## src/rtl/lrac_pkg.sv

```systemverilog
// ----------------------------------------------------------------------------
// lrac_pkg
// Shared types and constants for the layered rgba alpha compositor.
// ----------------------------------------------------------------------------
package lrac_pkg;

    // channel layout of a packed pixel
    localparam int PIX_W      = 32;
    localparam int CHAN_W     = 8;
    localparam int COLOR_CHANS = 3;
    localparam int DIV_STEPS  = 8;

    localparam logic [CHAN_W-1:0] ALPHA_OPAQUE = 8'hFF;
    localparam logic [CHAN_W-1:0] ALPHA_CLEAR  = 8'h00;

    // class of a queued layer word, decided at the front
    typedef enum logic [1:0] {
        OP_LOAD,    // topmost layer, loads the accumulator
        OP_SKIP,    // lower layer with zero alpha, no effect
        OP_MERGE    // lower layer that may show through
    } t_op;

    typedef struct packed {
        logic [PIX_W-1:0] pixel;
        t_op              op;
        logic             last;
    } t_layer_word;

    // request to and response from the blend unit
    typedef struct packed {
        logic             start;
        logic [PIX_W-1:0] upper;
        logic [PIX_W-1:0] lower;
    } t_blend_req;

    typedef struct packed {
        logic             done;
        logic [PIX_W-1:0] pixel;
    } t_blend_rsp;

    typedef enum logic [1:0] {
        K_IDLE,
        K_BLEND,
        K_EMIT
    } t_back_state;

    typedef enum logic [1:0] {
        B_IDLE,
        B_MUL,
        B_NUM,
        B_DIV
    } t_blend_state;

endpackage

```

## src/rtl/lrac_front.sv

```systemverilog
// ----------------------------------------------------------------------------
// lrac_front
// Accepts layer words, classifies them and queues them for the back end.
// ----------------------------------------------------------------------------
module lrac_front #(
    parameter int DEPTH = 2
) (
    input  logic                     i_clk,
    input  logic                     i_rst_n,
    input  logic                     i_valid,
    output logic                     o_ready,
    input  logic [31:0]              i_layer_pixel,
    input  logic                     i_first_layer,
    input  logic                     i_last_layer,
    output logic                     o_head_valid,
    output lrac_pkg::t_layer_word    o_head,
    input  logic                     i_pop
);
    import lrac_pkg::*;

    localparam int PTR_W = (DEPTH > 1) ? $clog2(DEPTH) : 1;
    localparam int CNT_W = $clog2(DEPTH + 1);

    t_layer_word        r_queue [DEPTH];
    logic [PTR_W-1:0]   r_wr_ptr;
    logic [PTR_W-1:0]   r_rd_ptr;
    logic [CNT_W-1:0]   r_count;
    logic [PTR_W-1:0]   n_wr_ptr;
    logic [PTR_W-1:0]   n_rd_ptr;
    logic [CNT_W-1:0]   n_count;
    logic               w_push;
    logic               w_pop;
    t_layer_word        w_word;

    // classify the incoming word
    always_comb begin
        w_word.pixel = i_layer_pixel;
        w_word.last  = i_last_layer;
        if (i_first_layer) begin
            w_word.op = OP_LOAD;
        end else if (i_layer_pixel[31:24] == ALPHA_CLEAR) begin
            w_word.op = OP_SKIP;
        end else begin
            w_word.op = OP_MERGE;
        end
    end

    assign o_ready      = (r_count != CNT_W'(DEPTH));
    assign o_head_valid = (r_count != '0);
    assign o_head       = r_queue[r_rd_ptr];
    assign w_push       = i_valid && o_ready;
    assign w_pop        = i_pop && o_head_valid;

    // pointer and fill count update
    always_comb begin
        n_wr_ptr = r_wr_ptr;
        n_rd_ptr = r_rd_ptr;
        n_count  = r_count;
        if (w_push) begin
            n_wr_ptr = (r_wr_ptr == PTR_W'(DEPTH - 1)) ? '0 : r_wr_ptr + 1'b1;
        end
        if (w_pop) begin
            n_rd_ptr = (r_rd_ptr == PTR_W'(DEPTH - 1)) ? '0 : r_rd_ptr + 1'b1;
        end
        if (w_push && !w_pop) begin
            n_count = r_count + 1'b1;
        end else if (!w_push && w_pop) begin
            n_count = r_count - 1'b1;
        end
    end

    always_ff @(posedge i_clk) begin
        if (!i_rst_n) begin
            r_wr_ptr <= '0;
            r_rd_ptr <= '0;
            r_count  <= '0;
        end else begin
            r_wr_ptr <= n_wr_ptr;
            r_rd_ptr <= n_rd_ptr;
            r_count  <= n_count;
        end
    end

    // queue storage
    always_ff @(posedge i_clk) begin
        if (w_push) begin
            r_queue[r_wr_ptr] <= w_word;
        end
    end

endmodule

```

## src/rtl/lrac_blend.sv

```systemverilog
// ----------------------------------------------------------------------------
// lrac_blend
// Over operator for two non-trivial pixels: products, numerators, then an
// eight-step restoring division of the three colour lanes by one divisor.
// ----------------------------------------------------------------------------
module lrac_blend (
    input  logic                   i_clk,
    input  logic                   i_rst_n,
    input  lrac_pkg::t_blend_req   i_req,
    output lrac_pkg::t_blend_rsp   o_rsp
);
    import lrac_pkg::*;

    t_blend_state       r_state;
    t_blend_state       n_state;
    logic [31:0]        r_upper;
    logic [31:0]        r_lower;
    logic [15:0]        r_den;
    logic [8:0]         r_inv;
    logic [15:0]        r_t1  [COLOR_CHANS];
    logic [15:0]        r_t0  [COLOR_CHANS];
    logic [15:0]        r_rem [COLOR_CHANS];
    logic [7:0]         r_quo [COLOR_CHANS];
    logic [2:0]         r_step;
    logic               r_done;
    logic               n_done;

    logic [7:0]         w_a1;
    logic [7:0]         w_a0;
    logic [8:0]         w_asum;
    logic [17:0]        w_den_full;
    logic [15:0]        w_t1   [COLOR_CHANS];
    logic [15:0]        w_t0   [COLOR_CHANS];
    logic [24:0]        w_num  [COLOR_CHANS];
    logic [16:0]        w_trial[COLOR_CHANS];
    logic [16:0]        w_diff [COLOR_CHANS];
    logic               w_ge   [COLOR_CHANS];
    logic               w_last_step;

    assign w_a1        = r_upper[31:24];
    assign w_a0        = r_lower[31:24];
    assign w_asum      = {1'b0, w_a1} + {1'b0, w_a0};
    assign w_den_full  = {1'b0, w_asum, 8'h00} - {2'b00, {8'h00, w_a1} * {8'h00, w_a0}};
    assign w_last_step = (r_step == 3'(DIV_STEPS - 1));

    // per-lane products, numerators and division step
    always_comb begin
        for (int k = 0; k < COLOR_CHANS; k++) begin
            w_t1[k]    = {8'h00, r_upper[k*CHAN_W +: CHAN_W]} * {8'h00, w_a1};
            w_t0[k]    = {8'h00, r_lower[k*CHAN_W +: CHAN_W]} * {8'h00, w_a0};
            w_num[k]   = {1'b0, r_t1[k], 8'h00} + ({9'h000, r_t0[k]} * {16'h0000, r_inv});
            w_trial[k] = {r_rem[k], r_quo[k][7]};
            w_ge[k]    = (w_trial[k] >= {1'b0, r_den});
            w_diff[k]  = w_trial[k] - {1'b0, r_den};
        end
    end

    // next state
    always_comb begin
        n_state = r_state;
        unique case (r_state)
            B_IDLE: begin
                if (i_req.start) begin
                    n_state = B_MUL;
                end
            end
            B_MUL:  n_state = B_NUM;
            B_NUM:  n_state = B_DIV;
            B_DIV: begin
                if (w_last_step) begin
                    n_state = B_IDLE;
                end
            end
            default: n_state = B_IDLE;
        endcase
    end

    // outputs
    always_comb begin
        n_done = (r_state == B_DIV) && w_last_step;
    end

    assign o_rsp.done  = r_done;
    assign o_rsp.pixel = {r_den[15:8], r_quo[2], r_quo[1], r_quo[0]};

    always_ff @(posedge i_clk) begin
        if (!i_rst_n) begin
            r_state <= B_IDLE;
            r_done  <= 1'b0;
        end else begin
            r_state <= n_state;
            r_done  <= n_done;
        end
    end

    // datapath registers
    always_ff @(posedge i_clk) begin
        case (r_state)
            B_IDLE: begin
                if (i_req.start) begin
                    r_upper <= i_req.upper;
                    r_lower <= i_req.lower;
                end
            end
            B_MUL: begin
                r_den <= w_den_full[15:0];
                r_inv <= 9'h100 - {1'b0, w_a1};
                for (int k = 0; k < COLOR_CHANS; k++) begin
                    r_t1[k] <= w_t1[k];
                    r_t0[k] <= w_t0[k];
                end
            end
            B_NUM: begin
                r_step <= '0;
                for (int k = 0; k < COLOR_CHANS; k++) begin
                    r_rem[k] <= w_num[k][23:8];
                    r_quo[k] <= w_num[k][7:0];
                end
            end
            B_DIV: begin
                r_step <= r_step + 1'b1;
                for (int k = 0; k < COLOR_CHANS; k++) begin
                    r_rem[k] <= w_ge[k] ? w_diff[k][15:0] : w_trial[k][15:0];
                    r_quo[k] <= {r_quo[k][6:0], w_ge[k]};
                end
            end
            default: begin
                r_step <= '0;
            end
        endcase
    end

endmodule

```

## src/rtl/lrac_back.sv

```systemverilog
// ----------------------------------------------------------------------------
// lrac_back
// Holds the accumulated pixel, applies queued layer words and drives the
// output word register.
// ----------------------------------------------------------------------------
module lrac_back (
    input  logic                   i_clk,
    input  logic                   i_rst_n,
    input  logic                   i_head_valid,
    input  lrac_pkg::t_layer_word  i_head,
    output logic                   o_pop,
    output lrac_pkg::t_blend_req   o_req,
    input  lrac_pkg::t_blend_rsp   i_rsp,
    output logic                   o_valid,
    input  logic                   i_ready,
    output logic [31:0]            o_blended_pixel
);
    import lrac_pkg::*;

    t_back_state    r_state;
    t_back_state    n_state;
    logic [31:0]    r_acc;
    logic [31:0]    n_acc;
    logic           r_last;
    logic           r_out_valid;
    logic           n_out_valid;
    logic [31:0]    r_out;
    logic [31:0]    n_out;

    logic [7:0]     w_acc_alpha;
    logic           w_out_free;
    logic           w_need_blend;
    logic           w_imm_go;

    assign w_acc_alpha  = r_acc[31:24];
    assign w_out_free   = !r_out_valid || i_ready;
    assign w_need_blend = i_head_valid && (i_head.op == OP_MERGE)
                          && (w_acc_alpha != ALPHA_OPAQUE) && (w_acc_alpha != ALPHA_CLEAR);
    assign w_imm_go     = i_head_valid && !w_need_blend && (!i_head.last || w_out_free);

    // next state
    always_comb begin
        n_state = r_state;
        unique case (r_state)
            K_IDLE: begin
                if (w_need_blend) begin
                    n_state = K_BLEND;
                end
            end
            K_BLEND: begin
                if (i_rsp.done) begin
                    n_state = r_last ? K_EMIT : K_IDLE;
                end
            end
            K_EMIT: begin
                if (w_out_free) begin
                    n_state = K_IDLE;
                end
            end
            default: n_state = K_IDLE;
        endcase
    end

    // outputs and accumulator update
    always_comb begin
        n_acc       = r_acc;
        n_out       = r_out;
        n_out_valid = r_out_valid && !i_ready;
        o_pop       = 1'b0;
        o_req.start = 1'b0;
        o_req.upper = r_acc;
        o_req.lower = i_head.pixel;
        unique case (r_state)
            K_IDLE: begin
                if (w_need_blend) begin
                    o_pop       = 1'b1;
                    o_req.start = 1'b1;
                end else if (w_imm_go) begin
                    o_pop = 1'b1;
                    case (i_head.op)
                        OP_LOAD:  n_acc = i_head.pixel;
                        OP_MERGE: begin
                            // transparent accumulator takes the lower pixel
                            if (w_acc_alpha == ALPHA_CLEAR) begin
                                n_acc = i_head.pixel;
                            end
                        end
                        default:  n_acc = r_acc;
                    endcase
                    if (i_head.last) begin
                        n_out       = n_acc;
                        n_out_valid = 1'b1;
                    end
                end
            end
            K_BLEND: begin
                if (i_rsp.done) begin
                    n_acc = i_rsp.pixel;
                end
            end
            K_EMIT: begin
                if (w_out_free) begin
                    n_out       = r_acc;
                    n_out_valid = 1'b1;
                end
            end
            default: n_acc = r_acc;
        endcase
    end

    assign o_valid         = r_out_valid;
    assign o_blended_pixel = r_out;

    always_ff @(posedge i_clk) begin
        if (!i_rst_n) begin
            r_state     <= K_IDLE;
            r_acc       <= '0;
            r_out_valid <= 1'b0;
        end else begin
            r_state     <= n_state;
            r_acc       <= n_acc;
            r_out_valid <= n_out_valid;
        end
    end

    // payload registers
    always_ff @(posedge i_clk) begin
        r_out <= n_out;
        if (w_need_blend && (r_state == K_IDLE)) begin
            r_last <= i_head.last;
        end
    end

endmodule

```

## src/rtl/layered_rgba_alpha_compositor.sv

```systemverilog
// ----------------------------------------------------------------------------
// layered_rgba_alpha_compositor
// Composites layer words topmost first into one rgba pixel per last layer.
// Load, skip, copy and opaque layers go from the queue straight to the
//   accumulator and output register; a blended layer passes the blend unit.
// Throughput: one word per cycle for non-blending layers while the output is
//   not stalled; a blended layer holds the back end until the divider ends.
// Reset clears the queue, the accumulator (transparent black) and output valid.
// ----------------------------------------------------------------------------
module layered_rgba_alpha_compositor #(
    parameter int QUEUE_DEPTH = 2
) (
    input  logic        i_clk,
    input  logic        i_rst_n,
    input  logic        i_valid,
    output logic        o_ready,
    input  logic [31:0] i_layer_pixel,
    input  logic        i_first_layer,
    input  logic        i_last_layer,
    output logic        o_valid,
    input  logic        i_ready,
    output logic [31:0] o_blended_pixel
);
    import lrac_pkg::*;

    logic           w_head_valid;
    t_layer_word    w_head;
    logic           w_pop;
    t_blend_req     w_req;
    t_blend_rsp     w_rsp;

    // accept and classify
    lrac_front #(
        .DEPTH (QUEUE_DEPTH)
    ) u_front (
        .i_clk         (i_clk),
        .i_rst_n       (i_rst_n),
        .i_valid       (i_valid),
        .o_ready       (o_ready),
        .i_layer_pixel (i_layer_pixel),
        .i_first_layer (i_first_layer),
        .i_last_layer  (i_last_layer),
        .o_head_valid  (w_head_valid),
        .o_head        (w_head),
        .i_pop         (w_pop)
    );

    // over operator unit
    lrac_blend u_blend (
        .i_clk   (i_clk),
        .i_rst_n (i_rst_n),
        .i_req   (w_req),
        .o_rsp   (w_rsp)
    );

    // accumulator and output word
    lrac_back u_back (
        .i_clk           (i_clk),
        .i_rst_n         (i_rst_n),
        .i_head_valid    (w_head_valid),
        .i_head          (w_head),
        .o_pop           (w_pop),
        .o_req           (w_req),
        .i_rsp           (w_rsp),
        .o_valid         (o_valid),
        .i_ready         (i_ready),
        .o_blended_pixel (o_blended_pixel)
    );

endmodule
```

## config.mk

```make
export PLATFORM = sky130hd
export DESIGN_NAME = layered_rgba_alpha_compositor
export DESIGN_NICKNAME = d
export VERILOG_FILES = /design/src/rtl/lrac_pkg.sv /design/src/rtl/lrac_front.sv /design/src/rtl/lrac_blend.sv /design/src/rtl/lrac_back.sv /design/src/rtl/layered_rgba_alpha_compositor.sv
export SDC_FILE = /design/constraint.sdc
export NUM_CORES = 2
export LEC_CHECK = 0
export BUFFER_PORTS_ARGS = -buffer_cell sky130_fd_sc_hd__buf_2
export CORE_MARGIN = 2
export CORE_UTILIZATION = 50
export DETAILED_ROUTE_END_ITERATION = 6
export PLACE_DENSITY = 0.68
export SYNTH_ARGS = -nofsm -noshare
export SYNTH_HDL_FRONTEND = slang
export SYNTH_HIERARCHICAL = 1
export SYNTH_SLANG_ARGS = --single-unit
```

## constraint.sdc

```tcl
create_clock -name i_clk -period 5.15 [get_ports i_clk]
set_input_delay 1.03 -clock i_clk [delete_from_list [all_inputs] [get_ports i_clk]]
set_output_delay 1.03 -clock i_clk [all_outputs]
set_load 0.01 [all_outputs]
```

Word level (Yosys, flattened, before mapping):

Memories as Yosys holds them, arrays and structs flattened. A register that Yosys moved wholly into a read port is not among the register bits.
Index checks and enable logic that the tools add are counted.

* add/sub/neg operators: 14
* multipliers: 10
* div/mod/pow operators: 0
* $lt $le $gt $ge: 3
* equal/unequal tests: 17
* shifts and indexed selects: 0
* mux-type cells: 55
* bitwise logic cells: 6
* reductions and logical operators: 36

Operator list (number)
* $mux W32: 8
* $pmux W32 S2: 3
* $mul A8 B8 Y16: 7
* $mux W16: 6
* $add A24 B24 Y24: 3
* $mul A16 B9 Y24: 3
* $sub A16 B16 Y16: 4
* $ge A17 B16 Y1: 3
* $mux W8: 3
* $mux W1: 21
* $mux W2: 10
* $logic_not A8 Y1: 2
* $logic_and A1 B1 Y1: 12
* $ne A2 B1 Y1 const B: 6
* $reduce_bool A2 Y1: 5
* $sub A9 B8 Y9 const A: 1
* $add A8 B8 Y8: 1
* $eq A2 B2 Y1 const B: 4
* $ne A8 B8 Y1 const B: 1
* $pmux W2 S4: 1
* $reduce_bool A8 Y1: 1
* $logic_not A1 Y1: 6
* $logic_not A2 Y1: 3
* $ne A2 B2 Y1 const B: 3
* 15 further kinds: 24

* register bits after elaboration: 167
* latch bits: 0
* memory bits (writable): 238
* bits in read-only memories: 0
* input port bits: 38
* output and inout port bits: 34
* word-level logic and storage cells: 161
* memories kept: 5

Memory list
* u_front.r_queue: words 2, width 35, rd ports 1, clocked after memory_dff 1, wr ports 1, line lrac_front.sv:24 `t_layer_word r_queue [DEPTH];`
* u_blend.r_rem: words 3, width 16, rd ports 3, clocked after memory_dff 0, wr ports 3, line lrac_blend.sv:22 `logic [15:0] r_rem [COLOR_CHANS];`
* u_blend.r_t0: words 3, width 16, rd ports 3, clocked after memory_dff 0, wr ports 3, line lrac_blend.sv:21 `logic [15:0] r_t0 [COLOR_CHANS];`
* u_blend.r_t1: words 3, width 16, rd ports 3, clocked after memory_dff 0, wr ports 3, line lrac_blend.sv:20 `logic [15:0] r_t1 [COLOR_CHANS];`
* u_blend.r_quo: words 3, width 8, rd ports 3, clocked after memory_dff 0, wr ports 3, line lrac_blend.sv:23 `logic [7:0] r_quo [COLOR_CHANS];`

Depth between registers and ports, before layout:

* depth after elaboration: 14
* mapped depth: 23

Modules after synthesis:

Netlist, hierarchy kept.

Modules (own cells, without submodules)
* lrac_blend: times used 1, cells each 4228, area each 40528.9 µm², seq. area each 7867.5 µm²
* lrac_back: times used 1, cells each 340, area each 3693.5 µm², seq. area each 1691.6 µm²
* lrac_front: times used 1, cells each 138, area each 2783.9 µm², seq. area each 2202.1 µm²

Worst setup path after synthesis:

Ideal clock, no wire load.

* path kind: reg-to-reg
* start point: reg u_blend.r_inv[0]
* end point: mem u_blend.r_rem[1][14] (netlist: u_blend/r_rem[0][30]) (data pin)
* arrival time: 5.285 ns
* data required time: 4.890 ns
* setup slack: -0.395 ns
* cell stages (with the launch flop): 22
* period minus slack after synthesis: 5.545 ns
* cell sequence: edfxtp_1 > clkbuf_1 > clkbuf_1 > nand2_1 > fa_1 > inv_1 > fa_1 > inv_1 > fa_1 > inv_1 > fa_1 > fa_1 > ha_1 > o21ai_0 > nor2_1 > o41ai_2 > o31ai_1 > a21boi_1 > o21ai_0 > a31oi_1 > xnor2_1 > mux2_2

RTL lines
* from (decl): line lrac_blend.sv:19 `logic [8:0] r_inv;`
* from (signal assigned): line lrac_blend.sv:107 `r_inv <= 9'h100 - {1'b0, w_a1};`
* to (decl): line lrac_blend.sv:22

==> flow_metrics.env <==
export IMPL_synthSimpleGateAreaFrac=0.142
export IMPL_end_kind="register"
export IMPL_synth_compound_area_frac=0.0786
export IMPL_min_from="u_back/r_acc[15]$_SDFFE_PN0P_"
export IMPL_routed_wl_um=119000
export IMPL_synthDistinctLibCells=91
export IMPL_async_reset_ff_frac=0
export IMPL_ant_nets=0
export IMPL_outcome="finished with violations"
export IMPL_cp_required_ns=5.49
export IMPL_cpPeakStageDelay_ns=0.55
export IMPL_cts_buffer_depth=3
export IMPL_grt_pass1_vias=34500
export IMPL_max_slew_worst_pin_slew_ns=1.11
export IMPL_dr_pass1_iters=5
export IMPL_dp_cells=6103
export IMPL_gr_total_overflow=0
export IMPL_drtIter0Drc=2216
export IMPL_rows=112
export IMPL_insertion_delay_ns=0.63
export IMPL_fin_crit_ns=5.51
export IMPL_seqCellArea_um2=11800
export IMPL_slew_headroom=0.263
export IMPL_finalNonFillerCells=6234
export IMPL_yosysSeqAreaShare=0.250
export IMPL_violations="setup timing"
export IMPL_finish_utilization=0.574
export IMPL_drc=0
export IMPL_cpMostUsedCell="fa_1"
export IMPL_wl_per_cell_um=19.1
export IMPL_ctsRootBufferMaster="clkbuf_16"
export IMPL_finalSetupViolations=25
export IMPL_numCtsBuffers=48
export IMPL_cts_hold_buf=0
export IMPL_r2r_cells=20
export IMPL_cp_max_fo=6
export IMPL_min_to="u_blend/r_upper[15]$_DFFE_PP_"
export IMPL_cap_violations=0
export IMPL_io_pins=72
export IMPL_worst_setup_path_start_kind="register"
export IMPL_synth_edf_count=363
export IMPL_slew_viol_final=0
export IMPL_syn_to_final_growth_pct=13.8
export IMPL_crit_family="adder cells"
export IMPL_grt_pass1_wl_um=189000
export IMPL_setup_ws_ns=-0.358
export IMPL_post_dp_hpwl_um=92000
export IMPL_rsz0062_at_grt="yes"
export IMPL_crit_slowest_cell="fa_1"
export IMPL_antenna_found_initial=5
export IMPL_fmax_mhz=182
export IMPL_synth_mux_area_fraction=0.0246
export IMPL_ys_warnings_count=6
export IMPL_hold_viol_final=0
export IMPL_track_usage=0.247
export IMPL_path_buf_inv=4
export IMPL_cts_tree="yes"
export IMPL_multi_input_area_um2=31800
export IMPL_synth_xor_area_frac=0.0343
export IMPL_reg2reg_slack_ns=-0.36
export IMPL_vias_per_cell=5.39
export IMPL_synth_top_family_by_area="adder cells"
export IMPL_die_w_um=311
export IMPL_fillers=7872
export IMPL_hold_depth=0
export IMPL_synthAdderAreaFrac=0.379
export IMPL_crit_cells=20
export IMPL_port_buffers=71
export IMPL_synth_flop_cell="edfxtp_1"
export IMPL_synth_avg_cell_area_um2=9.99
export IMPL_syn_area_um2=47000
export IMPL_setup_tns_ns=-4.37
export IMPL_synthesis_nets=5805
export IMPL_start_util=0.504
export IMPL_critical_path_class="register to register"
export IMPL_dp_slack_ns=-0.470
export IMPL_vias=33600
export IMPL_r2r_start="u_blend/r_t0[0][37]$_DFFE_PN_"
export IMPL_skew_ns=0.0257
export IMPL_core_um2=93200
export IMPL_grt_max_degree=122
export IMPL_die_h_um=311
export IMPL_die_area_um2=96500
export IMPL_crit_arrival_ns=5.85
export IMPL_syn_inst=4706
export IMPL_clock_sinks=406
export IMPL_ys_ff_latch=406
export IMPL_clk_pin_slew_ns=0.06
export IMPL_r2r_end="u_blend/r_rem[0][47]$_DFFE_PP_"
export IMPL_nets=6042
export IMPL_path_cells="buf_4, and2_1, fa_1, fa_1, fa_1, fa_1, inv_1, fa_1, inv_1, ha_1, nor3_4, o21ai_2, and4_4, nor2_4, o21ai_2, o41ai_2, o21ai_1, xnor2_1, buf_4, a2bb2oi_2"
export IMPL_h_tree_depth=2
export IMPL_worstHoldPathType="register to register"
export IMPL_n_antenna_cell=0
export IMPL_crit_start="u_blend/r_t0[0][37]$_DFFE_PN_"
export IMPL_drive_above_1_share=0.152
export IMPL_period_share=1.07
export IMPL_finalWeightedCongestion=0.918
-- state kept, by name, indices dropped and copies added (netlist names), 2 cells and up, named ones only --
signal	cells
u_blend/r_step	3
u_blend/r_inv	9
u_front/r_queue	70
u_blend/r_quo	24
u_blend/r_t0	48
u_back/o_blended_pixel	32
u_blend/r_den	16
u_blend/r_t1	48
u_blend/r_state	2
u_back/r_acc	32
u_front/r_count	2
u_blend/r_upper	32
u_blend/r_rem	48
u_blend/r_lower	32
u_back/r_state	2
-- placed cells by master, fill, tap and decap left out, drive strengths merged, types with 43 or more instances in the layout --
master     n
ha       459
clkbuf    51
mux2      80
a21oi    123
dfxtp     43
and2     484
o2bb2ai   57
o21ai    143
edfxtp   363
nor2     146
xnor2    143
buf      406
fa       602
inv      878
nand2    489
nor3      43
-- how the worst max path moves through the flow --
stage	to	slack [ns]
2_1_floorplan	u_blend/r_rem[0][30]$_DFFE_PP_	-0.1
6_report	u_blend/r_rem[0][47]$_DFFE_PP_	-0.36
3_5_place_dp	u_blend/r_rem[0][47]$_DFFE_PP_	-0.47
4_1_cts	u_blend/r_rem[0][47]$_DFFE_PP_	-0.36
3_3_place_gp	u_blend/r_rem[0][30]$_DFFE_PP_	-0.36
5_1_grt	u_blend/r_rem[0][47]$_DFFE_PP_	-0.54
-- per-stage QoR --
stage	area, µm²	hold slack (ns)
after floorplan	47200	0.441
after global placement	50500	0.463
after detailed placement	50500	0.469
after CTS	52700	0.490
after global routing	53500	0.513
final	53500	0.491
-- per-layer routing --
layer	track usage	share of wire	vias to the layer above
met5	0	0	-
met4	0.0704	0.030	0
met3	0.0451	0.077	185
met2	0.393	0.46	1065
met1	0.346	0.44	16800
li1	-	-	15500
-- synth_stat cells (10+ instances only) --
| cell type | n | area [µm²] |
|---|---|---|
| a31oi_1 | 38 | 238 |
| and3_1 | 10 | 62.6 |
| fa_1 | 602 | 12100 |
| buf_2 | 13 | 65.1 |
| nor3_1 | 42 | 210 |
| nand3_1 | 34 | 170 |
| xnor2_1 | 143 | 1250 |
| nor2b_1 | 32 | 200 |
| mux2_4 | 20 | 300 |
| o21a_1 | 22 | 165 |
| nor2_1 | 146 | 548 |
| buf_4 | 44 | 330 |
| mux2_2 | 58 | 653 |
| mux2i_1 | 18 | 180 |
| edfxtp_1 | 363 | 10900 |
| o31ai_1 | 10 | 75.1 |
| and2_1 | 484 | 3030 |
| nand2_1 | 489 | 1840 |
| a21boi_0 | 10 | 75.1 |
| a21oi_1 | 119 | 596 |
| nand4_1 | 15 | 93.8 |
| dfxtp_1 | 43 | 861 |
| xor2_1 | 41 | 359 |
| clkbuf_1 | 150 | 563 |
| ha_1 | 459 | 5740 |
| o2bb2ai_1 | 57 | 499 |
| nand2b_1 | 25 | 156 |
| a21o_1 | 40 | 300 |
| inv_1 | 868 | 3260 |
| o21ai_0 | 132 | 661 |
| a221oi_1 | 10 | 87.6 |
-- repair_timing --
action | 4_1_cts | 5_1_grt
gates resized for setup | 66 | 142
pin swaps | 53 | 98
buffers inserted | 15 | 31
gates cloned | 2 | 1
endpoints found under the setup margin | 30 | 45
-- cell families (layout without fill, tap and decap cells) --
family                   Yosys count  after routing
buffers and inverters           1090           1364
AO/OA/AOI/OAI                    546            546
adder cells (fa/ha/maj)         1061           1061
XOR/XNOR                         184            184
flip-flops                       406            406
multiplexers                      98             98
AND/OR/NAND/NOR                 1321           1321
-- area by class of cell --
type                            instances  area share
Multi-Input combinational cell       3210       0.595
Sequential cell                       406       0.220
Timing Repair Buffer                  408      0.0630
Inverter                              869      0.0610
Tap cell                             1254      0.0293
Clock buffer                           50      0.0226
Clock inverter                         37     0.00868
Power is not shown: default switching activity piles up to over one toggle a cycle in this logic, so the estimate is an artifact.
